==> src/rtl/core/bba_pkg.sv <==
`timescale 1ns / 1ps

package bba_pkg;

    localparam int IDX_W         = 12;
    localparam int MAP_BYTES_DEF = 512;
    localparam int INDEX_BYTES   = 512;
    localparam int BYTE_W        = 8;
    localparam int ROW_BYTES     = 8;
    localparam int ROW_BITS      = ROW_BYTES * BYTE_W;
    localparam int BIT_SEL_W     = $clog2(BYTE_W);
    localparam int BYTE_SEL_W    = $clog2(ROW_BYTES);
    localparam int ROW_POS_W     = BYTE_SEL_W + BIT_SEL_W;

    localparam logic [BYTE_W-1:0] FULL_BYTE = 8'hFF;

    localparam logic REQ_MARK = 1'b0;
    localparam logic REQ_FIND = 1'b1;

    localparam logic SEL_INODE = 1'b0;
    localparam logic SEL_DATA  = 1'b1;

    localparam logic STATUS_OK   = 1'b0;
    localparam logic STATUS_FULL = 1'b1;

    typedef enum logic [2:0] {
        ST_CLEAR,
        ST_IDLE,
        ST_MARK,
        ST_FIND,
        ST_RESP
    } state_t;

    typedef struct packed {
        logic             req_type;
        logic             bitmap_sel;
        logic [IDX_W-1:0] bit_index;
    } req_t;

    typedef struct packed {
        logic             status;
        logic [IDX_W-1:0] free_index;
    } rsp_t;

    typedef struct packed {
        logic                 found;
        logic [ROW_POS_W-1:0] pos;
    } ffz_res_t;

endpackage

==> src/rtl/core/bba_row_ram.sv <==
`timescale 1ns / 1ps

// one bitmap, one row of bytes per entry, registered read
module bba_row_ram #(
    parameter int DEPTH = bba_pkg::MAP_BYTES_DEF / bba_pkg::ROW_BYTES,
    parameter int AW    = $clog2(bba_pkg::MAP_BYTES_DEF / bba_pkg::ROW_BYTES),
    parameter int W     = bba_pkg::ROW_BITS
) (
    input  logic          clk,
    input  logic          we,
    input  logic [AW-1:0] wr_addr,
    input  logic [W-1:0]  wr_data,
    input  logic [AW-1:0] rd_addr,
    output logic [W-1:0]  rd_data
);

    logic [W-1:0] mem_reg [DEPTH];
    logic [W-1:0] rd_data_reg;

    always_ff @(posedge clk)
    begin
        if (we)
        begin
            mem_reg[wr_addr] <= wr_data;
        end
        rd_data_reg <= mem_reg[rd_addr];
    end

    assign rd_data = rd_data_reg;

endmodule

==> config.mk <==
export PLATFORM = sky130hd
export DESIGN_NAME = bba_row_ram
export DESIGN_NICKNAME = d
export VERILOG_FILES = /design/src/rtl/core/bba_pkg.sv /design/src/rtl/core/bba_row_ram.sv
export SDC_FILE = /design/constraint.sdc
export NUM_CORES = 2
export LEC_CHECK = 0
export BUFFER_PORTS_ARGS = -buffer_cell sky130_fd_sc_hd__buf_2
export CORE_ASPECT_RATIO = 1.75
export CORE_UTILIZATION = 59
export CTS_BUF_LIST = sky130_fd_sc_hd__clkbuf_4 sky130_fd_sc_hd__clkbuf_8
export DETAILED_ROUTE_END_ITERATION = 6
export PLACE_DENSITY_LB_ADDON = 0.05
export SLEW_MARGIN = 20
export SYNTH_ARGS = -nofsm -noshare
export SYNTH_HDL_FRONTEND = slang
export SYNTH_SLANG_ARGS = --single-unit
export TNS_END_PERCENT = 30
==> constraint.sdc <==
create_clock -name clk -period 6.6 [get_ports clk]
set_clock_uncertainty 0.1 [all_clocks]
set_input_delay 0.99 -clock clk [delete_from_list [all_inputs] [get_ports clk]]
set_output_delay 0.99 -clock clk [all_outputs]
set_load 0.03 [all_outputs]
==> run summary <==
The synthesized instance count came out at 6598. The hold slack came out at 287 ps. Entering global routing, the biggest net connects 111 pins. The share of total power dissipated in combinational logic is 0.050. The number of storage elements in the synthesis netlist came out at 4160. The worst hold path belongs to the class in2reg. The signal on the critical path passes through buf_8 -> and2_4 -> buf_4 -> a22oi_1 -> and3_1 -> a211oi_1. The number of buffers on the longest clock path came out at 4. The post-CTS clock slew at the launch and capture registers of the worst setup and hold paths came out at 60 ps. Of the total power, the share spent switching nets is 0.217. The number of ports placed on the die boundary is 142. The largest fanout of any net on the critical path is 68.

The number of antenna-violating nets in the routed design came out at 0. The synthesized design contains 4096 enable-type register cells. Setup violations remaining at the end of the flow were counted as 0. The post-layout total power is 51500 uW. The maximum cell stage delay along the critical path came out at 750 ps. The number of buffer cells added on primary ports is 141.

The number of antenna violations at the first check in global routing is 36. The worst slack after detailed placement came out at 2240 ps. The cell sitting at the root of the clock tree is a clkbuf_8. The fraction of the core area covered by cells at the end of the flow came out at 0.661. The required time at the endpoint of the critical path came out at 7330 ps. The transition time of the tightest slew-check pin came out at 1210 ps. The clock network fraction of design power came out at 0.379. The total negative slack came out at 0 ps. The slowest stage of the critical path belongs to the cell a211oi_1. The starting DRC count in detailed routing came out at 9178.

The total global routing overflow came out at 0. The count of max-cap constraint violations is 0. The post-route minimum period came out at 3330 ps.

In this run, distinct cell masters in the synthesized netlist total 33. The placeable core region came out at 263000 sq um. The CTS sink count came out at 4160. The DRC violations left came out at 0. The cell leakage power is 0.0545 uW. From synthesis to final layout, the design area changed by 11.4%.

Among all flip-flop cells after synthesis, the most frequent one is edfxtp_1. The layout has 16900 filler cells. The first global-routing pass estimated 596000 microns of wire.

The number of vias after detailed routing came out at 76100. The run finished with clean final reports. STA classifies the critical path startpoint as a primary input. The worst vdd rail ir drop is 217 uV. The multi-input logic area came out at 30800 sq um. The number of global-route vias before repair came out at 77600.

The routed wire length per instance came out at 38.6 microns. The total global-route track usage came out at 0.327. The number of buffer and inverter stages on the critical path came out at 2.

The cts-stage hold buffer count is 0. The post-synthesis net count came out at 6676. The mean post-synth cell area came out at 23.7 sq um. The die is 391 microns wide. The first TritonRoute pass finished after 6 iterations. In the final layout, the share of cells above drive strength 1 is 0.316. For the worst setup path, the data arrival time is 4060 ps. The analysis attributes to net switching a power of 11200 uW.

The number of flip-flops in the largest register is 4096. The final RePlAce weighted congestion is 0.813. The portion of the post-synthesis area used by sequential elements came out at 0.795. In this run the number of H-tree levels came out at 6. The net count of the finished layout is 7246. The insertion delay of the later-clocked pin in the worst-skew pair came out at 1030 ps. The internal portion of the total power is 40300 uW. Once routing completed, OpenROAD measured the worst setup slack at 3270 ps. Setup repair after global routing left no endpoint under its margin.

The total length of routed wires came out at 431000 microns. The number of clock buffers added by TritonCTS is 578. The number of hold violations in the final report came out at 0. Timing would allow up to 0.300 GHz.

The async set-reset flop share out of synthesis is 0. The average via count per standard cell is 6.82. The floorplan die area came out at 267000 sq um. The worst slew margin relative to its limit is 0.195. The total area of sequential cells is 124000 sq um.

The initial utilization of the core area, before any placement, comes to 0.594. The cell area that synthesis handed to floorplanning was 156000 sq um. The number of instances resized during post-cts repair came out at 0. The total number of yosys warnings came out at 0.

The critical path class is in2reg. The clock tree from TritonCTS is done. The family of cells with the greatest summed delay on the critical path is buffers and inverters. The power density of the placed cells came out at 296 nW/um^2. From bottom edge to top edge, the die measures 683 microns. Buffers added to address setup during post-CTS repair amount to 0.

Detailed placement finished with a half-perimeter wire length of 230000 microns. The final number of max-transition violations is 0. Of the total power, registers draw 0.571. STA classifies the critical path endpoint as a flop.

The share of the clock period used by the worst path after layout is 0.505. The floorplan has 249 rows.
-- worst paths after layout --
kind                            start                        to  slack [ps]  depth (start not counted)
min                        wr_data[8]  mem_reg[10][8]$_DFFE_PP_         290                          1
min reg2reg  mem_reg[36][2]$_DFFE_PP_        rd_data[2]$_DFF_P_         740                          4
max reg2reg  mem_reg[12][2]$_DFFE_PP_        rd_data[2]$_DFF_P_        4450                          5
max                        rd_addr[2]       rd_data[58]$_DFF_P_        3270                          6
-- routing by layer --
metal / GRT usage / vias up / part of all wire
met5: 0 / - / 0.00018
met2: 0.563 / 4105 / 0.53
met3: 0.0524 / 903 / 0.081
met4: 0.136 / 12 / 0.041
met1: 0.416 / 41400 / 0.35
li1: - / 29700 / -
-- metrics by stage --
stage | area (sq um) | cells
floorplan | 156000 | 6598
detailed placement | 163000 | 10100
CTS | 174000 | 11100
finish | 174000 | 11200
global route | 174000 | 11100
global placement | 163000 | 10100
-- cell usage after synthesis, types with 34 or more instances --
library cell / instances / area [sq um]
a22o_1: 88 / 771
o22ai_1: 83 / 519
nand2_1: 58 / 218
mux2i_1: 135 / 1350
clkbuf_1: 140 / 526
mux4_2: 1024 / 23100
a211oi_1: 63 / 473
nor2_1: 112 / 420
buf_4: 34 / 255
edfxtp_1: 4096 / 123000
o221ai_1: 38 / 333
buf_2: 170 / 851
a22oi_1: 168 / 1260
dfxtp_1: 64 / 1280
and3_1: 64 / 400
nand3_1: 45 / 225
-- layout make-up --
class	count	share of cell area
inverters	19	0.000410
diodes	26	0.000374
flip-flops and latches	4160	0.714
repair buffers	360	0.0191
clock inverters	198	0.00606
well taps	3514	0.0253
clock buffers	829	0.0581
multi-input cells	2049	0.177
-- power by group through the flow --
stage	clock (uW)	combinational [uW]	sequential (uW)
5_1_grt	20800	2690	29400
2_1_floorplan	0	1360	30000
3_5_place_dp	0	2570	29900
4_1_cts	19800	2570	29400
3_3_place_gp	0	2520	29900
6_report	19500	2560	29400
-- cell families after synthesis --
group	share of synthesized area
AOI/OAI and AO/OA	0.0248
and+or+nand+nor	0.0124
buffers and inverters	0.0118
muxes	0.156
DFF	0.795
-- layout by cell type, fill, tap and decap left out, types with 57 or more instances in the layout --
cell	synthesis	final
a211oi_1	63	63
a22o_1	88	88
a22oi_1	168	168
and3_1	64	64
buf_12	0	73
buf_2	170	127
buf_4	34	157
clkbuf_4	0	206
clkbuf_8	0	623
clkinv_1	0	115
clkinv_2	0	57
dfxtp_1	64	64
edfxtp_1	4096	4096
mux2i_1	135	135
mux4_2	1024	1024
nor2_4	0	64
o22ai_1	83	83
Power figures use the tool's default switching activity.
