`src/rtl/core/bba_pkg.sv`:
```
`timescale 1ns / 1ps

package bba_pkg;

    localparam int IDX_W         = 12;
    localparam int MAP_BYTES_DEF = 512;
    localparam int INDEX_BYTES   = 512;
    localparam int BYTE_W        = 8;
    localparam int ROW_BYTES     = 8;
    localparam int ROW_BITS      = ROW_BYTES * BYTE_W;
    localparam int BIT_SEL_W     = $clog2(BYTE_W);
    localparam int BYTE_SEL_W    = $clog2(ROW_BYTES);
    localparam int ROW_POS_W     = BYTE_SEL_W + BIT_SEL_W;

    localparam logic [BYTE_W-1:0] FULL_BYTE = 8'hFF;

    localparam logic REQ_MARK = 1'b0;
    localparam logic REQ_FIND = 1'b1;

    localparam logic SEL_INODE = 1'b0;
    localparam logic SEL_DATA  = 1'b1;

    localparam logic STATUS_OK   = 1'b0;
    localparam logic STATUS_FULL = 1'b1;

    typedef enum logic [2:0] {
        ST_CLEAR,
        ST_IDLE,
        ST_MARK,
        ST_FIND,
        ST_RESP
    } state_t;

    typedef struct packed {
        logic             req_type;
        logic             bitmap_sel;
        logic [IDX_W-1:0] bit_index;
    } req_t;

    typedef struct packed {
        logic             status;
        logic [IDX_W-1:0] free_index;
    } rsp_t;

    typedef struct packed {
        logic                 found;
        logic [ROW_POS_W-1:0] pos;
    } ffz_res_t;

endpackage

```
`src/rtl/core/bba_ffz.sv`:
```
`timescale 1ns / 1ps

// lowest clear bit of one row, bytes past the search limit read as full
module bba_ffz #(
    parameter int LAST_BYTES = bba_pkg::ROW_BYTES
) (
    input  logic [bba_pkg::ROW_BITS-1:0] row_data,
    input  logic                         last_row,
    output bba_pkg::ffz_res_t            res
);

    logic [bba_pkg::ROW_BYTES-1:0] byte_free;
    logic [bba_pkg::BIT_SEL_W-1:0] byte_pos [bba_pkg::ROW_BYTES];

    always_comb
    begin : byte_scan
        logic [bba_pkg::BYTE_W-1:0] cur_byte;
        for (int j = 0; j < bba_pkg::ROW_BYTES; j++)
        begin
            cur_byte = row_data[j*bba_pkg::BYTE_W +: bba_pkg::BYTE_W];
            if (last_row && (j >= LAST_BYTES))
            begin
                cur_byte = bba_pkg::FULL_BYTE;
            end
            byte_free[j] = (cur_byte != bba_pkg::FULL_BYTE);
            byte_pos[j]  = '0;
            for (int k = bba_pkg::BYTE_W - 1; k >= 0; k--)
            begin
                if (!cur_byte[k])
                begin
                    byte_pos[j] = bba_pkg::BIT_SEL_W'(k);
                end
            end
        end
    end

    always_comb
    begin
        res.found = |byte_free;
        res.pos   = '0;
        for (int j = bba_pkg::ROW_BYTES - 1; j >= 0; j--)
        begin
            if (byte_free[j])
            begin
                res.pos = {bba_pkg::BYTE_SEL_W'(j), byte_pos[j]};
            end
        end
    end

endmodule

```
`config.mk`:
```
export PLATFORM = sky130hd
export DESIGN_NAME = bba_ffz
export DESIGN_NICKNAME = d
export VERILOG_FILES = /design/src/rtl/core/bba_pkg.sv /design/src/rtl/core/bba_ffz.sv
export SDC_FILE = /design/constraint.sdc
export NUM_CORES = 1
export LEC_CHECK = 0
export BUFFER_PORTS_ARGS = -buffer_cell sky130_fd_sc_hd__buf_2
export CAP_MARGIN = 15
export CORE_MARGIN = 4
export CORE_UTILIZATION = 36
export DETAILED_ROUTE_END_ITERATION = 8
export GPL_ROUTABILITY_DRIVEN = 0
export MAX_ROUTING_LAYER = met4
export PLACE_DENSITY = 0.9
export SETUP_SLACK_MARGIN = 0.02
export SYNTH_ARGS = -nofsm -noshare
export SYNTH_HDL_FRONTEND = slang
export SYNTH_SLANG_ARGS = --single-unit
```
`constraint.sdc`:
```
create_clock -name vclk -period 1.3
set_clock_uncertainty 0.1 [all_clocks]
set_input_delay 0.13 -clock vclk [all_inputs]
set_output_delay 0.13 -clock vclk [all_outputs]
set_load 0.005 [all_outputs]
```
==> summary.txt, run 1 <==
Global route
  – Gr ovfl total: 40
  – Global Route Usage Sum: 0.654
  – Largest net degree at the start of global routing: 5

Status
  – Stop stage: 5_1_grt
  – Run status: stopped before the end
  – First Err: [ERROR GRT-0232] Routing congestion too high. Check the congestion heatmap in the GUI.

Timing
  – GR repair worst EP: res[4]
  – Worst_ep kind: output port

Floorplanning
  – Row cnt: 16
  – Starting density of the core: 0.393
  – Die width: 55.0 µm
  – Die Y: approximately 55 µm
  – # IOs: 72

Synth
  – Sequential share of the synthesized area: 0
  – Mean Syn Cell Area: about 5.8 µm²
  – Synth cell count leaders: 29 x nand2_1, 13 x o21ai_0, 12 x inv_1
  – Ranking of synthesized cells by area: nand2_1 14%, nand4_1 8.7%, o21ai_0 8.2%
  – Syn Inst Count: 138
  – Post-Synthesis Net Count: roughly 200
  – Synth warn: 0
  – Synth cell types: 33
  – Post-synth top area share: 0.137
  – Post-synth top area cell: nand2_1
  – Netlist Area Pre-Place: 795 µm²
  – Most common cell in the netlist: nand2_1

Clock tree
  – Hold buffers post-CTS: 0

Place
  – Dpl cells: 309
  – Placed cell areas: 1740 µm²
  – Dpl hpwl: 3950 µm
  – Port bufs: 71
==> kinds of logic after synthesis <==
logic type | Yosys count | share of synthesized area
AO/OA/AOI/OAI | 46 | 0.373
buffers and inverters | 12 | 0.0567
AND/OR/NAND/NOR | 80 | 0.570
==> what timing repair did <==
action / in CTS
buffers inserted: 3
setup endpoints to repair: 7
resized for setup: 25
endpoints found under the hold margin: 0
pin swaps: 19
==> through the flow <==
stage / setup WS (ns) / hold WS, ns
after global placement: -0.356 / 0.592
after CTS: -0.389 / 0.609
after floorplan: -0.0477 / 0.267
after detailed placement: -0.409 / 0.606
==> metal layers <==
layer,overflow,GRT usage
met5,-,-
met4,14,0.753
met3,0,0.378
met2,25,0.904
met1,1,0.577
==> run 2, diff against run 1 <==
CORE_AREA = 4 4 65 67   (was unset)
CORE_MARGIN = unset   (was 4)
CORE_UTILIZATION = unset   (was 36)
DIE_AREA = 0 0 69 71   (was unset)
MAX_ROUTING_LAYER = unset   (was met4)
PLACE_DENSITY = unset   (was 0.9)
PLACE_DENSITY_LB_ADDON = 0.15   (was unset)
SETUP_SLACK_MARGIN = unset   (was 0.02)
clock period = 1.7 ns   (was 1.3 ns; I/O delays follow)
==> run 2 against run 1 <==
Against the previous run: the flow now finishes, with violations (negative setup slack); synthesized area stayed put; synthesized cell count stayed put.
==> summary.txt, run 2 <==
Synth
  – Netlist Area Pre-Place: 795 µm² (unchanged)
  – Post-Synthesis Net Count: 203 (unchanged)
  – Synth cell types: 33 (unchanged)
  – Synth warn: 0 (unchanged)
  – Mean Syn Cell Area: 5.76 µm² (unchanged)
  – Ranking of synthesized cells by area: nand2_1 14%, nand4_1 8.7%, o21ai_0 8.2% (unchanged)
  – Synth cell count leaders: 29 x nand2_1, 13 x o21ai_0, 12 x inv_1 (unchanged)
  – Syn Inst Count: 138 (unchanged)
  – Most common cell in the netlist: nand2_1 (unchanged)
  – Sequential share of the synthesized area: 0 (unchanged)
  – Post-synth top area share: 0.137 (unchanged)
  – Post-synth top area cell: nand2_1 (unchanged)

Worst setup path
  – Crit end category: output port
  – Stages on worst setup path: 8
  – Worst Path Required: 1.43 ns
  – Crit path DAT: 1.50 ns
  – Critical Path Start Type: primary input
  – Critical Path Max Stage Delay: 0.30 ns
  – CP max stage cell: a211oi_4
  – Worst path top cell family by delay: compound AO/OA/AOI/OAI gates
  – Maximum fanout along the worst path: 3
  – Buf/Inv on CP: 2
  – Crit path kind: primary input to output port
  – Crit path cell chain: buf_6 > nand4_1 > a211oi_4 > o2111ai_1 > o21ai_1 > a21oi_1 > o31ai_1 > buf_2

Floorplanning
  – Row cnt: 22 (was 16)
  – Die width: 69 µm (was 55.0 µm)
  – Starting density of the core: 0.219 (was 0.393)
  – Die Y: 71 µm (was 55.0 µm)
  – DIE AREA: ~5000 µm²
  – # IOs: 72 (unchanged)
  – Core area: approximately 3600 µm²

Global route
  – Antenna violations before repair: 0
  – Global Route Usage Sum: 0.117
  – Vias in the first global route: ~1300
  – Largest net degree at the start of global routing: 5
  – First-pass GRT wire length: ~5200 µm
  – Gr ovfl total: 0

Run
  – # Max-Cap Violations: 0

Drt
  – Antenna Nets Post-Route: 0
  – WL/cell: 10.7 µm
  – Met3 routed WL: 171 µm
  – Drt pass-1 iters: 6
  – Drt total wl: between 3000 and 4000 µm
  – Vias/cell: between 4 and 5
  – DRC Markers: 0
  – Post-Route M1 WL: 1570 µm
  – DRT iter0 DRCs: 32
  – Met2 WL: 1530 µm
  – DR top layer: met3
  – Vias: between 1000 and 1500

Status
  – Violated checks: negative setup slack
  – Run status: finished with violations (was stopped before the end)

Timing
  – Fin worst setup slack: -0.0673 ns
  – Final slew viol count: 0
  – # setup viols final: 2
  – Final hold violation count: 0
  – RSZ-0062 raised after global routing: true
  – Slew at the pin closest to its max-slew limit: 0.317 ns
  – Period utilization: 1.04
  – Tmin final: between 1.5 and 2 ns
  – Worst hold slack: 0.611 ns
  – Fmax: 566 MHz
  – Max_slew headroom: 0.789

Power and ir drop
  – Leak pwr: between 0.8 and 0.9 nW
  – Power Density: 159 nW/µm²
  – VDD IR max: approximately 0.000068 V
  – Tot Pwr: 270 µW

Layout
  – Clock Buffer Count: 0
  – Area Overhead vs Synth: 113%
  – Area of the multi-input gates: 810 µm²
  – Most frequent cells in the layout: 63 x buf_2, 50 x buf_4, 29 x nand2_1, 12 x inv_1
  – Antenna Cells: 0
  – Flip-flop and latch area: 0 µm²
  – Proportion of layout cells with a drive suffix above 1: 0.537
  – Layout fillers: 421
  – Finished Layout Cells: 307
  – Nets@finish: 326
  – Most common cell after layout, fill and taps aside: buf_2
  – Seq cells: 0
  – Util after Layout: 0.467

Clock tree
  – Hold buffers post-CTS: 0 (unchanged)
  – Postcts setup bufs: 0 (was 3)

Place
  – Dpl hpwl: 2940 µm (was 3950 µm)
  – Port bufs: 71 (unchanged)
  – Dpl cells: 307 (was 309)

Worst hold path
  – Hold Path Depth: 4
  – Worst Hold Class: primary input to output port
-- run 2: cell counts after synthesis --
Identical to the previous run, type by type.
-- run 2: where the power goes --
part	leakage (nW)	internal (mW)	switching [mW]
sequential	0	0	0
combinational	0.823	0.153	0.117
clock	0	0	0
-- run 2: final cells by class --
class,count,share of cell area
multi-input combinational,126,0.477
timing repair buffer,121,0.461
inverter,12,0.0266
tap,48,0.0354
-- run 2: cell families (layout without fill, tap and decap cells) --
| group | count (synthesis) | in the layout | synth area share |
|---|---|---|---|
| AND/OR/NAND/NOR | 80 | 80 | 0.570 |
| AO/OA/AOI/OAI | 46 | 46 | 0.373 |
| buffers and inverters | 12 | 133 | 0.0567 |
-- run 2: metrics by stage --
step	TNS, ns	setup slack (ns)	cell area (µm²)
finish	-0.120	-0.0673	1700
global route	-0.496	-0.177	1700
CTS	-0.0965	-0.0588	1600
detailed placement	-0.219	-0.0885	1590
global placement	-0.203	-0.0941	1590
floorplan	0	0.272	795
-- run 2: metal layers --
metal	global-route usage	vias up
met4	0	0
met1	0.163	621
met3	0.00994	0
li1	-	776
met2	0.210	37
met5	0	-
-- run 2: path summary, 6_finish.rpt --
kind,start,endpoint,slack (ns)
worst max-delay path,row_data[53],res[1],-0.07
worst min-delay path,row_data[0],res[0],0.61
-- run 2: timing repair --
action | in CTS | in global routing
pin swaps | 5 | 13
gates resized for setup | 4 | 20
setup endpoints to repair | 4 | 6
No activity file was read; power rests on OpenSTA's default activity.
