## config.mk

```make
export PLATFORM = sky130hd
export DESIGN_NAME = bba_ctrl
export DESIGN_NICKNAME = d
export VERILOG_FILES = /design/src/rtl/core/bba_pkg.sv /design/src/rtl/core/bba_ctrl.sv
export SDC_FILE = /design/constraint.sdc
export NUM_CORES = 1
export LEC_CHECK = 0
export ABC_AREA = 1
export BUFFER_PORTS_ARGS = -buffer_cell sky130_fd_sc_hd__buf_2
export CAP_MARGIN = 20
export CORE_MARGIN = 5
export CORE_UTILIZATION = 47
export DETAILED_ROUTE_END_ITERATION = 12
export PLACE_DENSITY = 0.94
export SLEW_MARGIN = 20
export SYNTH_ARGS = -nofsm -noshare
export SYNTH_HDL_FRONTEND = slang
export SYNTH_SLANG_ARGS = --single-unit
```

## constraint.sdc

```tcl
create_clock -name clk -period 3.6 [get_ports clk]
set_input_delay 0.18 -clock clk [delete_from_list [all_inputs] [get_ports clk]]
set_output_delay 0.18 -clock clk [all_outputs]
set_load 0.01 [all_outputs]
```

## src/rtl/core/bba_pkg.sv

```systemverilog
`timescale 1ns / 1ps

package bba_pkg;

    localparam int IDX_W         = 12;
    localparam int MAP_BYTES_DEF = 512;
    localparam int INDEX_BYTES   = 512;
    localparam int BYTE_W        = 8;
    localparam int ROW_BYTES     = 8;
    localparam int ROW_BITS      = ROW_BYTES * BYTE_W;
    localparam int BIT_SEL_W     = $clog2(BYTE_W);
    localparam int BYTE_SEL_W    = $clog2(ROW_BYTES);
    localparam int ROW_POS_W     = BYTE_SEL_W + BIT_SEL_W;

    localparam logic [BYTE_W-1:0] FULL_BYTE = 8'hFF;

    localparam logic REQ_MARK = 1'b0;
    localparam logic REQ_FIND = 1'b1;

    localparam logic SEL_INODE = 1'b0;
    localparam logic SEL_DATA  = 1'b1;

    localparam logic STATUS_OK   = 1'b0;
    localparam logic STATUS_FULL = 1'b1;

    typedef enum logic [2:0] {
        ST_CLEAR,
        ST_IDLE,
        ST_MARK,
        ST_FIND,
        ST_RESP
    } state_t;

    typedef struct packed {
        logic             req_type;
        logic             bitmap_sel;
        logic [IDX_W-1:0] bit_index;
    } req_t;

    typedef struct packed {
        logic             status;
        logic [IDX_W-1:0] free_index;
    } rsp_t;

    typedef struct packed {
        logic                 found;
        logic [ROW_POS_W-1:0] pos;
    } ffz_res_t;

endpackage

```

## src/rtl/core/bba_ctrl.sv

```systemverilog
`timescale 1ns / 1ps

// sequencer: clear pass, mark read-modify-write, row-by-row search, result register
module bba_ctrl #(
    parameter int MAP_BYTES = bba_pkg::MAP_BYTES_DEF,
    parameter int ROWS      = bba_pkg::MAP_BYTES_DEF / bba_pkg::ROW_BYTES,
    parameter int ROW_AW    = $clog2(bba_pkg::MAP_BYTES_DEF / bba_pkg::ROW_BYTES),
    parameter int SCAN_ROWS = bba_pkg::INDEX_BYTES / bba_pkg::ROW_BYTES
) (
    input  logic                         clk,
    input  logic                         rst_n,
    input  logic                         req_valid,
    output logic                         req_ready,
    input  bba_pkg::req_t                req,
    output logic                         rsp_valid,
    input  logic                         rsp_ready,
    output bba_pkg::rsp_t                rsp,
    output logic [ROW_AW-1:0]            rd_addr,
    output logic [ROW_AW-1:0]            wr_addr,
    output logic [bba_pkg::ROW_BITS-1:0] wr_data,
    output logic                         wr_inode,
    output logic                         wr_dmap,
    input  logic [bba_pkg::ROW_BITS-1:0] inode_rd,
    input  logic [bba_pkg::ROW_BITS-1:0] dmap_rd,
    input  bba_pkg::ffz_res_t            ffz_res,
    output logic                         scan_last
);

    localparam int LIMIT_W = bba_pkg::IDX_W + 1;
    localparam logic [ROW_AW-1:0]  LAST_ROW  = ROW_AW'(ROWS - 1);
    localparam logic [ROW_AW-1:0]  LAST_SCAN = ROW_AW'(SCAN_ROWS - 1);
    localparam logic [LIMIT_W-1:0] MAP_LIMIT = LIMIT_W'(MAP_BYTES);

    bba_pkg::state_t                 state_reg, state_next;
    logic [ROW_AW-1:0]               row_reg, row_next;
    logic                            sel_reg, sel_next;
    logic                            hit_reg, hit_next;
    logic [bba_pkg::ROW_POS_W-1:0]   pos_reg, pos_next;
    bba_pkg::rsp_t                   res_reg, res_next;
    logic                            rsp_valid_reg, rsp_valid_next;
    bba_pkg::rsp_t                   rsp_reg, rsp_next;

    logic                            in_range;
    logic [ROW_AW-1:0]               mark_row;
    logic                            out_free;
    logic                            is_last_row;

    assign in_range    = (LIMIT_W'(req.bit_index[bba_pkg::IDX_W-1:bba_pkg::BIT_SEL_W])
                          < MAP_LIMIT);
    assign mark_row    = in_range
                       ? ROW_AW'(req.bit_index[bba_pkg::IDX_W-1:bba_pkg::ROW_POS_W])
                       : '0;
    assign out_free    = !rsp_valid_reg || rsp_ready;
    assign is_last_row = (row_reg == LAST_ROW);

    // next state
    always_comb
    begin
        state_next = state_reg;
        case (state_reg)
            bba_pkg::ST_CLEAR:
            begin
                if (is_last_row)
                begin
                    state_next = bba_pkg::ST_IDLE;
                end
            end
            bba_pkg::ST_IDLE:
            begin
                if (req_valid)
                begin
                    state_next = (req.req_type == bba_pkg::REQ_FIND)
                               ? bba_pkg::ST_FIND : bba_pkg::ST_MARK;
                end
            end
            bba_pkg::ST_MARK:
            begin
                state_next = bba_pkg::ST_RESP;
            end
            bba_pkg::ST_FIND:
            begin
                if (ffz_res.found || (row_reg == LAST_SCAN))
                begin
                    state_next = bba_pkg::ST_RESP;
                end
            end
            bba_pkg::ST_RESP:
            begin
                if (out_free)
                begin
                    state_next = bba_pkg::ST_IDLE;
                end
            end
            default:
            begin
                state_next = bba_pkg::ST_IDLE;
            end
        endcase
    end

    // outputs and datapath
    always_comb
    begin
        req_ready      = 1'b0;
        rd_addr        = '0;
        wr_addr        = row_reg;
        wr_data        = '0;
        wr_inode       = 1'b0;
        wr_dmap        = 1'b0;
        scan_last      = 1'b0;
        row_next       = row_reg;
        sel_next       = sel_reg;
        hit_next       = hit_reg;
        pos_next       = pos_reg;
        res_next       = res_reg;
        rsp_valid_next = rsp_valid_reg && !rsp_ready;
        rsp_next       = rsp_reg;
        case (state_reg)
            bba_pkg::ST_CLEAR:
            begin
                wr_inode = 1'b1;
                wr_dmap  = 1'b1;
                row_next = is_last_row ? '0 : row_reg + ROW_AW'(1);
            end
            bba_pkg::ST_IDLE:
            begin
                req_ready = 1'b1;
                rd_addr   = (req.req_type == bba_pkg::REQ_FIND) ? '0 : mark_row;
                if (req_valid)
                begin
                    sel_next = req.bitmap_sel;
                    hit_next = in_range;
                    pos_next = req.bit_index[bba_pkg::ROW_POS_W-1:0];
                    row_next = (req.req_type == bba_pkg::REQ_FIND) ? '0 : mark_row;
                end
            end
            bba_pkg::ST_MARK:
            begin
                wr_data  = ((sel_reg == bba_pkg::SEL_DATA) ? dmap_rd : inode_rd)
                         | (bba_pkg::ROW_BITS'(1) << pos_reg);
                wr_inode = hit_reg && (sel_reg == bba_pkg::SEL_INODE);
                wr_dmap  = hit_reg && (sel_reg == bba_pkg::SEL_DATA);
                res_next = '{status: bba_pkg::STATUS_OK, free_index: '0};
            end
            bba_pkg::ST_FIND:
            begin
                scan_last = (row_reg == LAST_SCAN);
                rd_addr   = scan_last ? row_reg : row_reg + ROW_AW'(1);
                if (ffz_res.found)
                begin
                    res_next = '{status: bba_pkg::STATUS_OK,
                                 free_index: bba_pkg::IDX_W'({row_reg, ffz_res.pos})};
                end
                else if (scan_last)
                begin
                    res_next = '{status: bba_pkg::STATUS_FULL, free_index: '0};
                end
                else
                begin
                    row_next = row_reg + ROW_AW'(1);
                end
            end
            bba_pkg::ST_RESP:
            begin
                if (out_free)
                begin
                    rsp_valid_next = 1'b1;
                    rsp_next       = res_reg;
                end
            end
            default:
            begin
                req_ready = 1'b0;
            end
        endcase
    end

    always_ff @(posedge clk or negedge rst_n)
    begin
        if (!rst_n)
        begin
            state_reg     <= bba_pkg::ST_CLEAR;
            row_reg       <= '0;
            rsp_valid_reg <= 1'b0;
        end
        else
        begin
            state_reg     <= state_next;
            row_reg       <= row_next;
            rsp_valid_reg <= rsp_valid_next;
        end
    end

    always_ff @(posedge clk)
    begin
        sel_reg <= sel_next;
        hit_reg <= hit_next;
        pos_reg <= pos_next;
        res_reg <= res_next;
        rsp_reg <= rsp_next;
    end

    assign rsp_valid = rsp_valid_reg;
    assign rsp       = rsp_reg;

endmodule

```

==> results of run 1 <==
[worst max-delay path: stages (launching register included)]
cell and delay (ns):
sky130_fd_sc_hd__edfxtp_1 0.76, sky130_fd_sc_hd__inv_1 0.49, sky130_fd_sc_hd__nor2_1 0.39, sky130_fd_sc_hd__nand3_1 0.11, sky130_fd_sc_hd__a31oi_1 0.20, sky130_fd_sc_hd__buf_2 0.19
[logic make-up (layout without fill, tap and decap cells)]
| family | Yosys count | after routing | share of synthesized area, % |
|---|---|---|---|
| buf+inv | 73 | 292 | 9.37 |
| compound gates | 75 | 75 | 20.1 |
| flops | 43 | 43 | 32.6 |
| mux | 8 | 8 | 2.10 |
| simple gates | 302 | 302 | 35.2 |
| fa+ha+maj | 2 | 2 | 0.657 |
[power by group through the flow]
stage	Combinational, mW	Clock, mW	Sequential, mW
5_1_grt	1.60	0.408	0.879
3_5_place_dp	1.43	0	0.865
2_1_floorplan	1.04	0	0.834
3_3_place_gp	1.39	0	0.852
4_1_cts	1.44	0.385	0.856
6_report	1.45	0.381	0.859
[layer usage]
metal	up-vias	track usage (%)
li1	2177	-
met5	-	0
met2	286	47.5
met4	0	8.08
met3	40	6.05
met1	2051	33.7
[cell type report]
class / instances / area [um^2]
Fill cell: 672 / 2720
Tap cell: 102 / 128
Sequential cell: 43 / 1240
Inverter: 34 / 128
Timing Repair Buffer: 250 / 1260
Clock inverter: 3 / 46.3
Multi-Input combinational cell: 387 / 2210
Clock buffer: 5 / 68.8
[Yosys cell counts, drive strengths merged (6+ instances only)]
| cell | count | area (um^2) |
|---|---|---|
| nand2 | 158 | 601 |
| nor2 | 58 | 240 |
| a31oi | 56 | 663 |
| nand3 | 46 | 235 |
| inv | 34 | 128 |
| edfxtp | 33 | 991 |
| nand4 | 32 | 200 |
| clkbuf | 24 | 90.1 |
| buf | 15 | 139 |
| a21oi | 11 | 55.1 |
| dfrtp | 10 | 250 |
| mux2i | 8 | 80.1 |
| nor3 | 6 | 50.1 |
| o21ai | 6 | 30.0 |
[path summary, 6_finish.rpt]
| path | end | cells after the start |
|---|---|---|
| setup reg to reg | state_reg[2]$_DFFE_PN0P_ | 6 |
| max in group asynchronous | state_reg[0]$_DFFE_PN0P_ | 2 |
| min in group asynchronous | wr_addr[3]$_DFFE_PN0P_ | 2 |
| setup / recovery | wr_data[61] | 5 |
| hold / removal | pos_reg[1]$_DFFE_PP_ | 1 |
| hold reg to reg | rsp[12]$_DFFE_PP_ | 0 |
[layout by cell type, fill, tap and decap left out]
| master | instances |
|---|---|
| sky130_fd_sc_hd__or2_1 | 1 |
| sky130_fd_sc_hd__edfxtp_1 | 33 |
| sky130_fd_sc_hd__inv_1 | 28 |
| sky130_fd_sc_hd__bufinv_16 | 1 |
| sky130_fd_sc_hd__ha_1 | 2 |
| sky130_fd_sc_hd__o32ai_1 | 1 |
| sky130_fd_sc_hd__nand3_1 | 45 |
| sky130_fd_sc_hd__o21ai_1 | 1 |
| sky130_fd_sc_hd__a21oi_1 | 11 |
| sky130_fd_sc_hd__nor2_1 | 53 |
| sky130_fd_sc_hd__dlygate4sd3_1 | 1 |
| sky130_fd_sc_hd__o21bai_1 | 1 |
| sky130_fd_sc_hd__o21ai_0 | 5 |
| sky130_fd_sc_hd__buf_4 | 3 |
| sky130_fd_sc_hd__nor3_2 | 4 |
| sky130_fd_sc_hd__buf_2 | 246 |
| sky130_fd_sc_hd__nand3_2 | 1 |
| sky130_fd_sc_hd__dfrtp_1 | 10 |
| sky130_fd_sc_hd__inv_2 | 6 |
| sky130_fd_sc_hd__nand2_1 | 155 |
| sky130_fd_sc_hd__nor2_2 | 3 |
| sky130_fd_sc_hd__nand4_1 | 32 |
| sky130_fd_sc_hd__a31oi_2 | 50 |
| sky130_fd_sc_hd__a31oi_1 | 6 |
| sky130_fd_sc_hd__clkbuf_8 | 5 |
| sky130_fd_sc_hd__nand2_2 | 3 |
| sky130_fd_sc_hd__nor3_1 | 2 |
| sky130_fd_sc_hd__or2_2 | 1 |
| sky130_fd_sc_hd__clkinvlp_4 | 1 |
| sky130_fd_sc_hd__mux2i_1 | 8 |
| sky130_fd_sc_hd__nor2_4 | 2 |
| sky130_fd_sc_hd__inv_6 | 1 |
[timing repair]
item                      4_1_cts  5_1_grt
hold buffers                    1        0
setup buffers                   0        0
hold endpoints to repair       10        0
==> parameters.txt, run 1 <==
Parameter                              Value

Status
  Run status    finished, final reports clean

Die
  Chip width    100 um
  Site Rows    32
  Floorplan die area    10000 um^2
  I/O pin count    247
  Die Y    100 um
  Area of the core region    7810 um^2
  Initial Util    48.7%

Power
  Part of the power in the clock network    14.2%
  Leakage power total    2.45 nW
  Net switching component of the power    1.28 mW
  Overall power after layout    2.69 mW
  VDD IR-drop max    0.434 mV
  Combinational Power Share    53.9%
  Sequential fraction of design power    31.9%
  Power Density    529 nW/um^2
  Switching power as a share of total power    47.7%
  Int Power    1.41 mW

Routing
  Number of vias per cell after detailed routing    5.53
  Length of routed wiring on met1    5470 um
  Drt total wl    14500 um
  DRT antenna net count    0
  Vias    4554
  Routed length on met2    7130 um
  Total met3 wirelength after detailed routing    1560 um
  Number of iterations in the first detailed-routing pass    6
  Routed len/inst    17.6 um
  Number of design rule violations left after detail routing    0
  Highest metal layer used by the detailed router    met4
  Number of violations reported at the end of detailed-routing iteration 0    323

STA
  Pins Over Slew Limit    0
  Final worst hold slack    0.0570 ns
  Tightest slew margin relative to the limit    28.8%
  Portion of the clock cycle consumed by the worst path in the final layout    72.9%
  Number of setup violations in the final report    0
  PnR worst setup slack    0.976 ns
  RSZ-0062 raised after global routing    no
  Fin Setup TNS    0 ns
  Final worst path period need    2.62 ns
  Fmax    0.381 GHz
  Final Hold Violating Endpoints    0
  Transition time at the pin with the least slew margin    1.06 ns
  Post-route clock skew    0.0145 ns

CTS
  Worst-case clock buffer depth    2
  Clock transition at the registers of the reported paths    0.08 ns
  Htree depth    2
  Clock buffer count from CTS    5
  Num Clock Sinks    43
  Clock latency at the later pin of the worst-skew pair    0.30 ns
  Gates resized, CTS repair    0
  TritonCTS clock tree    yes
  Buffer type at the clock tree root    sky130_fd_sc_hd__clkbuf_8

Layout
  Count of placed standard cells in the final layout, fillers left out    824
  Final net count    876
  Area overhead of the layout relative to synthesis    33.6%
  Share of post-route cells with drive strength above 1    45.3%
  Final antenna diode count    0
  Final design utilization    65.1%
  Final design area excluding fillers    5080 um^2

Global route
  Global-route wire length before repair    22000 um
  Gr usage total    27.2%
  Number of global-route vias before repair    4362
  Leftover overflow at the end of global routing    0
  Initial antenna violation count    0
  Maximum number of pins on one net before global-route repair    65

Critical path
  Type of the worst setup path    reg2out
  CP startpoint kind    flop
  Startpoint of the most critical setup path    pos_reg[3]$_DFFE_PP_
  Arrival time of data at the critical path endpoint    2.44 ns
  Worst reg2reg startpoint    state_reg[2]$_DFFE_PN0P_
  Critical path fanouts, max    21
  Reg2Reg Setup Slack    1.41 ns
  Data required time at the worst endpoint    3.42 ns
  Critical Path Sink Type    output pin

Logic synthesis
  Number of distinct standard cells referenced by the synthesized netlist    31
  Part of the Yosys area used for sequential elements    32.6%
  Gate count of the mapped netlist    503
  Most used flip-flop cell after synthesis    sky130_fd_sc_hd__edfxtp_1
  Cell area after synthesis    3810 um^2
  Post-Synthesis Net Count    658
  Number of flops mapped to enable cells by yosys    33
  Avg Synthesized Cell Area    7.57 um^2
  Share of synthesized flip-flops with an asynchronous set or reset    23.3%
  Number of synthesis warnings    0
  Post-synthesis register bit count    43

Placement
  Instance area after placement    4960 um^2
  Port-buffer cells    246
  Inst Count DP    815
  Pre-CTS setup slack    1.42 ns
  Weighted congestion at the end of routability-driven global placement    0.975
  Half-perimeter wire length after placement    11700 um

Hold path
  Worst Min Path Start    req[1]
  Hold WC Path Type    in2reg

Flow run
  Max cap viols    0
Note: power is estimated with default switching activity, not from simulation.
==> inputs of run 2 (changes only) <==
--- a/config.mk
+++ b/config.mk
@@ -9,9 +9,9 @@
 export BUFFER_PORTS_ARGS = -buffer_cell sky130_fd_sc_hd__buf_2
 export CAP_MARGIN = 20
 export CORE_MARGIN = 5
-export CORE_UTILIZATION = 47
+export CORE_UTILIZATION = 43
 export DETAILED_ROUTE_END_ITERATION = 12
-export PLACE_DENSITY = 0.94
+export PLACE_DENSITY = 0.87
 export SLEW_MARGIN = 20
 export SYNTH_ARGS = -nofsm -noshare
 export SYNTH_HDL_FRONTEND = slang
==> constraint.sdc (replaced) <==
create_clock -name clk -period 2.6 [get_ports clk]
set_input_delay 0.13 -clock clk [delete_from_list [all_inputs] [get_ports clk]]
set_output_delay 0.13 -clock clk [all_outputs]
set_load 0.01 [all_outputs]
==> run 2 against run 1 <==
Sequential power up 33%. Clock skew down 0.0084 ns. Worst hold slack worse by 0.043 ns. Non-clock buffer count up 10. First-iteration DRC count up 16%. Sequential share of layout area down 0.48 points. Cell area up 2.0%. Critical path type unchanged. Largest cell class unchanged. Largest power group unchanged. Highest routed layer unchanged.
==> parameters.txt, run 2 (synthesis gave the netlist of run 1 again) <==
Parameter                              Value

STA
  Fmax    0.445 GHz
  Transition time at the pin with the least slew margin    0.701 ns (-0.363 ns)
  Post-route clock skew    0.00602 ns (-0.00844 ns)
  Number of setup violations in the final report    0 (unchanged)
  Final worst path period need    2.24 ns
  Final Hold Violating Endpoints    0 (unchanged)
  Fin Setup TNS    0 ns (unchanged)
  RSZ-0062 raised after global routing    no
  Pins Over Slew Limit    0 (unchanged)
  Tightest slew margin relative to the limit    53.1% (+24 points)
  Portion of the clock cycle consumed by the worst path in the final layout    86.3%

CTS
  Clock transition at the registers of the reported paths    0.08 ns (about the same)
  Clock buffer count from CTS    5 (unchanged)
  Clock latency at the later pin of the worst-skew pair    0.29 ns (about the same)
  TritonCTS clock tree    yes
  Worst-case clock buffer depth    2 (unchanged)
  Buffers inserted by post-CTS timing repair    0 (unchanged)
  Num Clock Sinks    43 (unchanged)
  Htree depth    2 (unchanged)
  Buffer type at the clock tree root    sky130_fd_sc_hd__clkbuf_8

Power
  Power Density    730 nW/um^2 (+38%)
  Overall power after layout    3.79 mW (+41%)
  VDD IR-drop max    0.542 mV (+25%)
  Leakage power total    2.51 nW (+2.3%)

Die
  I/O pin count    247 (unchanged)
  Die Y    104 um (+4.1%)
  Site Rows    34 (+6.3%)
  Chip width    104 um (+4.1%)
  Area of the core region    8680 um^2 (+11%)
  Initial Util    43.9% (-4.9 points)
  Floorplan die area    10800 um^2 (+8.3%)

Layout
  Share of post-route cells with drive strength above 1    45.8% (+0.47 points)
  Combined area of the multi-input logic cells    2210 um^2 (unchanged)
  Area overhead of the layout relative to synthesis    36.2%
  Layout fillers    836 (+24%)
  Most frequent cells in the layout    sky130_fd_sc_hd__buf_2, sky130_fd_sc_hd__nand2_1, sky130_fd_sc_hd__nor2_1, sky130_fd_sc_hd__a31oi_2, sky130_fd_sc_hd__nand3_1
  Count of placed standard cells in the final layout, fillers left out    841 (+2.1%)
  Final net count    886 (+1.1%)
  Most common library cell in the layout ignoring fill and taps    sky130_fd_sc_hd__buf_2
  Sequential Area    1240 um^2 (unchanged)
  Final design area excluding fillers    5180 um^2 (+2.0%)

Placement
  Weighted congestion at the end of routability-driven global placement    0.922 (-5.4%)
  Port-buffer cells    246 (unchanged)
  Half-perimeter wire length after placement    11600 um (-0.42%)
  Instance area after placement    5050 um^2 (+1.8%)
  Inst Count DP    830 (+1.8%)

Critical path
  Arrival time of data at the critical path endpoint    2.11 ns (-0.33 ns)
  Type of the worst setup path    reg2out
  Data required time at the worst endpoint    2.47 ns (-0.95 ns)
  Critical Path Sink Type    output pin
  Critical path fanouts, max    7 (-67%)
  CP startpoint kind    flop

Routing
  Number of vias per cell after detailed routing    5.43 (-1.8%)
  Vias    4563 (+0.20%)
  DRT antenna net count    0 (unchanged)
  Drt total wl    14400 um (-0.96%)
  Number of violations reported at the end of detailed-routing iteration 0    375 (+16%)
  Number of iterations in the first detailed-routing pass    5 (-1)
  Number of design rule violations left after detail routing    0 (unchanged)
  Routed len/inst    17.1 um (-3.0%)

Global route
  Leftover overflow at the end of global routing    0 (unchanged)
  Gr usage total    25.1% (-2.1 points)
  Initial antenna violation count    0 (unchanged)
  Maximum number of pins on one net before global-route repair    65 (unchanged)
  Global-route wire length before repair    22400 um (+2.0%)
  Number of global-route vias before repair    4291 (-1.6%)

Hold path
  Hold WC Path Type    in2reg

Flow run
  Max cap viols    0 (unchanged)

Status
  Run status    finished, final reports clean
[run 2: report_power, final]
group	leakage (nW)	internal (mW)	total (mW)	switching [mW]
sequential	0.430	0.985	1.14	0.154
clock	0.0587	0.291	0.523	0.232
combinational	2.02	0.719	2.12	1.41
total	2.51	1.99	3.79	1.79
[run 2: worst max-delay path, cell delays in order (launching register included)]
cell,delay (ns)
sky130_fd_sc_hd__dfrtp_1,0.44
sky130_fd_sc_hd__ha_1,0.22
sky130_fd_sc_hd__nand3_1,0.12
sky130_fd_sc_hd__nor2_2,0.20
sky130_fd_sc_hd__inv_1,0.12
sky130_fd_sc_hd__ha_1,0.27
sky130_fd_sc_hd__or2_1,0.25
sky130_fd_sc_hd__nand2_1,0.07
sky130_fd_sc_hd__buf_2,0.12
[run 2: final timing paths]
kind	from	endpoint	slack, ns	depth (start not counted)
max	wr_addr[1]$_DFFE_PN0P_	rd_addr[0]	0.36	8
min	req[5]	pos_reg[5]$_DFFE_PP_	0.01	1
max reg2reg	wr_addr[1]$_DFFE_PN0P_	wr_addr[0]$_DFFE_PN0P_	0.66	9
min reg2reg	res_reg[1]$_SDFFCE_PN0P_	rsp[1]$_DFFE_PP_	0.42	0
max in group asynchronous	rst_n	rsp_valid$_DFF_PN0_	2.16	2
min in group asynchronous	rst_n	wr_addr[1]$_DFFE_PN0P_	0.23	2
[run 2: metal layers]
metal	vias to the layer above	wire length, um	global-route usage [%]
met4	0	322	7.31
met2	261	7040	42.7
met5	-	0	0
li1	2192	-	-
met1	2080	5710	31.8
met3	30	1320	5.77
[run 2: cell type report]
class	count	area share, %
tap	108	2.61
clock buffer	5	1.33
inverter	34	2.46
multi-input combinational	387	42.6
antenna	1	0.0483
clock inverter	3	0.917
timing repair buffer	260	26.1
sequential	43	23.9
[run 2: repair_timing]
item | in CTS | in global routing
endpoints found under the hold margin | 11 | 0
resized for setup | 0 | 0
hold buffers | 2 | 0
[run 2: per-stage QoR]
stage	utilization (%)	hold slack [ns]	worst slack (ns)
2_1_floorplan	-	-0.166	0.776
3_3_place_gp	58.1	0.0105	0.752
3_5_place_dp	58.1	0.0150	0.691
4_1_cts	59.7	0.00444	0.349
5_1_grt	59.7	0.00514	0.160
6_report	59.7	0.0145	0.355
==> inputs of run 3 (changes only) <==
--- a/config.mk
+++ b/config.mk
@@ -12,6 +12,7 @@
 export CORE_UTILIZATION = 43
 export DETAILED_ROUTE_END_ITERATION = 12
 export PLACE_DENSITY = 0.87
+export RECOVER_POWER = 25
 export SLEW_MARGIN = 20
 export SYNTH_ARGS = -nofsm -noshare
 export SYNTH_HDL_FRONTEND = slang
==> run 3 against run 2 <==
Sequential cell count unchanged. Fmax shrank 0.28%. Largest cell class unchanged. Sequential share of layout area grew 0.093 points. Global-route usage unchanged. Wire length is 0.58% higher. Setup slack got worse by 0.0063 ns. Combinational power about the same. Critical endpoint unchanged.
==> parameters.txt, run 3 (synthesis gave the netlist of run 1 again) <==
Parameter                              Value

Power
  VDD IR-drop max    0.532 mV (-1.9%)
  Net switching component of the power    1.79 mW (about the same)
  Overall power after layout    3.78 mW (-0.25%)
  Power Density    731 nW/um^2 (+0.13%)
  Combinational Power Share    56.0% (about the same)
  Sequential fraction of design power    30.2% (about the same)
  Int Power    1.98 mW (-0.56%)
  Leakage power total    2.46 nW (-1.8%)
  Switching power as a share of total power    47.5% (+0.16 points)
  Part of the power in the clock network    13.8% (about the same)

Critical path
  Cell mode on critical path    sky130_fd_sc_hd__ha_1
  Worst reg2reg startpoint    wr_addr[1]$_DFFE_PN0P_
  CP startpoint kind    flop
  Arrival time of data at the critical path endpoint    2.12 ns (about the same)
  R2r worst-path depth    9 (unchanged)
  Critical-path cell list    ha_1, nand3_1, nor2_2, inv_1, ha_1, or2_1, nand2_1, buf_2
  Startpoint of the most critical setup path    wr_addr[1]$_DFFE_PN0P_
  CP Capture Point    rd_addr[0]
  Worst Path Buf+Inv    2 (unchanged)
  Critical Path Sink Type    output pin
  Kind of cell with the highest combined delay on the critical path    simple AND/OR/NAND/NOR gates
  Delay of the slowest cell on the worst path    0.44 ns (about the same)
  Data required time at the worst endpoint    2.47 ns (about the same)
  Max stage delay cell, worst path    sky130_fd_sc_hd__dfrtp_1
  Critical path fanouts, max    7 (unchanged)
  Terminus of the critical flop-to-flop path    wr_addr[0]$_DFFE_PN0P_
  Reg2Reg Setup Slack    0.65 ns (about the same)
  Total stage count of the critical path    8 (unchanged)
  Type of the worst setup path    reg2out

STA
  PnR worst setup slack    0.349 ns (-0.00632 ns)
  Number of setup violations in the final report    0 (unchanged)
  Final worst path period need    2.25 ns (+0.00632 ns)
  Tightest slew margin relative to the limit    53.5% (+0.45 points)
  Transition time at the pin with the least slew margin    0.694 ns (-0.00666 ns)
  Portion of the clock cycle consumed by the worst path in the final layout    86.6% (+0.24 points)
  Fin Setup TNS    0 ns (unchanged)
  RSZ-0062 raised after global routing    no
  Post-route clock skew    0.00573 ns (-0.000289 ns)
  Final Hold Violating Endpoints    0 (unchanged)
  Fmax    0.444 GHz (-0.28%)
  Pins Over Slew Limit    0 (unchanged)
  Final worst hold slack    0.0147 ns (+0.000296 ns)

Routing
  Number of violations reported at the end of detailed-routing iteration 0    329 (-12%)
  Vias    4588 (+0.55%)
  DRT antenna net count    0 (unchanged)
  Drt total wl    14500 um (+0.58%)
  Number of iterations in the first detailed-routing pass    5 (unchanged)
  Routed len/inst    17.2 um (+0.58%)
  Number of vias per cell after detailed routing    5.46 (+0.55%)
  Number of design rule violations left after detail routing    0 (unchanged)

CTS
  Htree depth    2 (unchanged)
  Clock buffer count from CTS    5 (unchanged)
  Buffer type at the clock tree root    sky130_fd_sc_hd__clkbuf_8
  TritonCTS clock tree    yes
  Clock latency at the later pin of the worst-skew pair    0.29 ns (about the same)
  Clock transition at the registers of the reported paths    0.08 ns (about the same)
  Num Clock Sinks    43 (unchanged)
  Worst-case clock buffer depth    2 (unchanged)

Layout
  Final design area excluding fillers    5160 um^2 (-0.39%)
  Final design utilization    59.5% (-0.23 points)
  Count of placed standard cells in the final layout, fillers left out    841 (unchanged)
  Area overhead of the layout relative to synthesis    35.7%
  Most frequent cells in the layout    sky130_fd_sc_hd__buf_2, sky130_fd_sc_hd__nand2_1, sky130_fd_sc_hd__nor2_1, sky130_fd_sc_hd__a31oi_2, sky130_fd_sc_hd__nand3_1
  Most common library cell in the layout ignoring fill and taps    sky130_fd_sc_hd__buf_2
  Final net count    886 (unchanged)
  Share of post-route cells with drive strength above 1    43.4% (-2.3 points)
  Layout fillers    839 (+0.36%)

Die
  Initial Util    43.9% (unchanged)
  Die Y    104 um (unchanged)
  Site Rows    34 (unchanged)
  Chip width    104 um (unchanged)
  Area of the core region    8680 um^2 (unchanged)
  I/O pin count    247 (unchanged)
  Floorplan die area    10800 um^2 (unchanged)

Placement
  Inst Count DP    830 (unchanged)
  Half-perimeter wire length after placement    11600 um (unchanged)
  Weighted congestion at the end of routability-driven global placement    0.922 (unchanged)
  Instance area after placement    5050 um^2 (unchanged)
  Pre-CTS setup slack    0.691 ns (unchanged)
  Port-buffer cells    246 (unchanged)

Flow run
  Max cap viols    0 (unchanged)

Global route
  Number of global-route vias before repair    4291 (unchanged)
  Gr usage total    25.1% (unchanged)
  Maximum number of pins on one net before global-route repair    65 (unchanged)
  Initial antenna violation count    0 (unchanged)
  Global-route wire length before repair    22400 um (unchanged)
  Leftover overflow at the end of global routing    0 (unchanged)

Status
  Run status    finished, final reports clean

Hold path
  Hold WC Path Type    in2reg
## run 3: layer usage
layer	vias to the layer above	part of all wire, %	global-route usage (%)	wire, um
li1	2196	-	-	-
met1	2086	39	31.8	5600
met2	280	49	42.7	7090
met3	26	10	5.77	1470
met4	0	2.2	7.31	314
met5	-	0	0	0
## run 3: how the worst min path moves through the flow
stage | to | start | depth (start not counted) | slack (ns)
final | pos_reg[5]$_DFFE_PP_ | req[5] | 1 | 0.01
after global routing | pos_reg[5]$_DFFE_PP_ | req[5] | 1 | 0.005
after detailed placement | state_reg[0]$_DFFE_PN0P_ | rst_n | 1 | 0.02
after floorplan | rsp_valid$_DFF_PN0_ | rst_n | 0 | -0.17
after global placement | state_reg[0]$_DFFE_PN0P_ | rst_n | 1 | 0.01
after CTS | pos_reg[5]$_DFFE_PP_ | req[5] | 1 | 0.004
## run 3: area by class of cell
cell class | count | area [um^2] | share of cell area (%)
clock buffer | 5 | 68.8 | 1.33
multi-input combinational | 387 | 2210 | 42.8
clock inverter | 3 | 47.5 | 0.921
sequential | 43 | 1240 | 24.0
tap | 108 | 135 | 2.62
antenna | 1 | 2.50 | 0.0484
timing repair buffer | 260 | 1330 | 25.8
inverter | 34 | 128 | 2.47
## run 3: worst register-to-register path, stage by stage, from the launching register on
cell and delay (ns):
sky130_fd_sc_hd__dfrtp_1 0.44, sky130_fd_sc_hd__ha_1 0.22, sky130_fd_sc_hd__nand3_1 0.12, sky130_fd_sc_hd__nor2_2 0.20, sky130_fd_sc_hd__inv_1 0.12, sky130_fd_sc_hd__ha_1 0.28, sky130_fd_sc_hd__or2_1 0.25, sky130_fd_sc_hd__nand3_1 0.10
sky130_fd_sc_hd__nand2_1 0.05, sky130_fd_sc_hd__o21ai_1 0.09
## run 3: power by group through the flow
| stage | Sequential, mW | Clock, mW | Combinational, mW |
|---|---|---|---|
| CTS | 1.14 | 0.539 | 2.12 |
| global placement | 1.14 | 0 | 2.08 |
| global route | 1.17 | 0.569 | 2.33 |
| detailed placement | 1.15 | 0 | 2.11 |
| floorplan | 1.16 | 0 | 1.44 |
| finish | 1.14 | 0.523 | 2.11 |
## run 3: timing repair
action	in CTS	in global routing
endpoints found under the hold margin	11	0
gates resized for setup	0	0
setup buffers	0	0
setup endpoints to repair	0	0
hold buffers	2	0
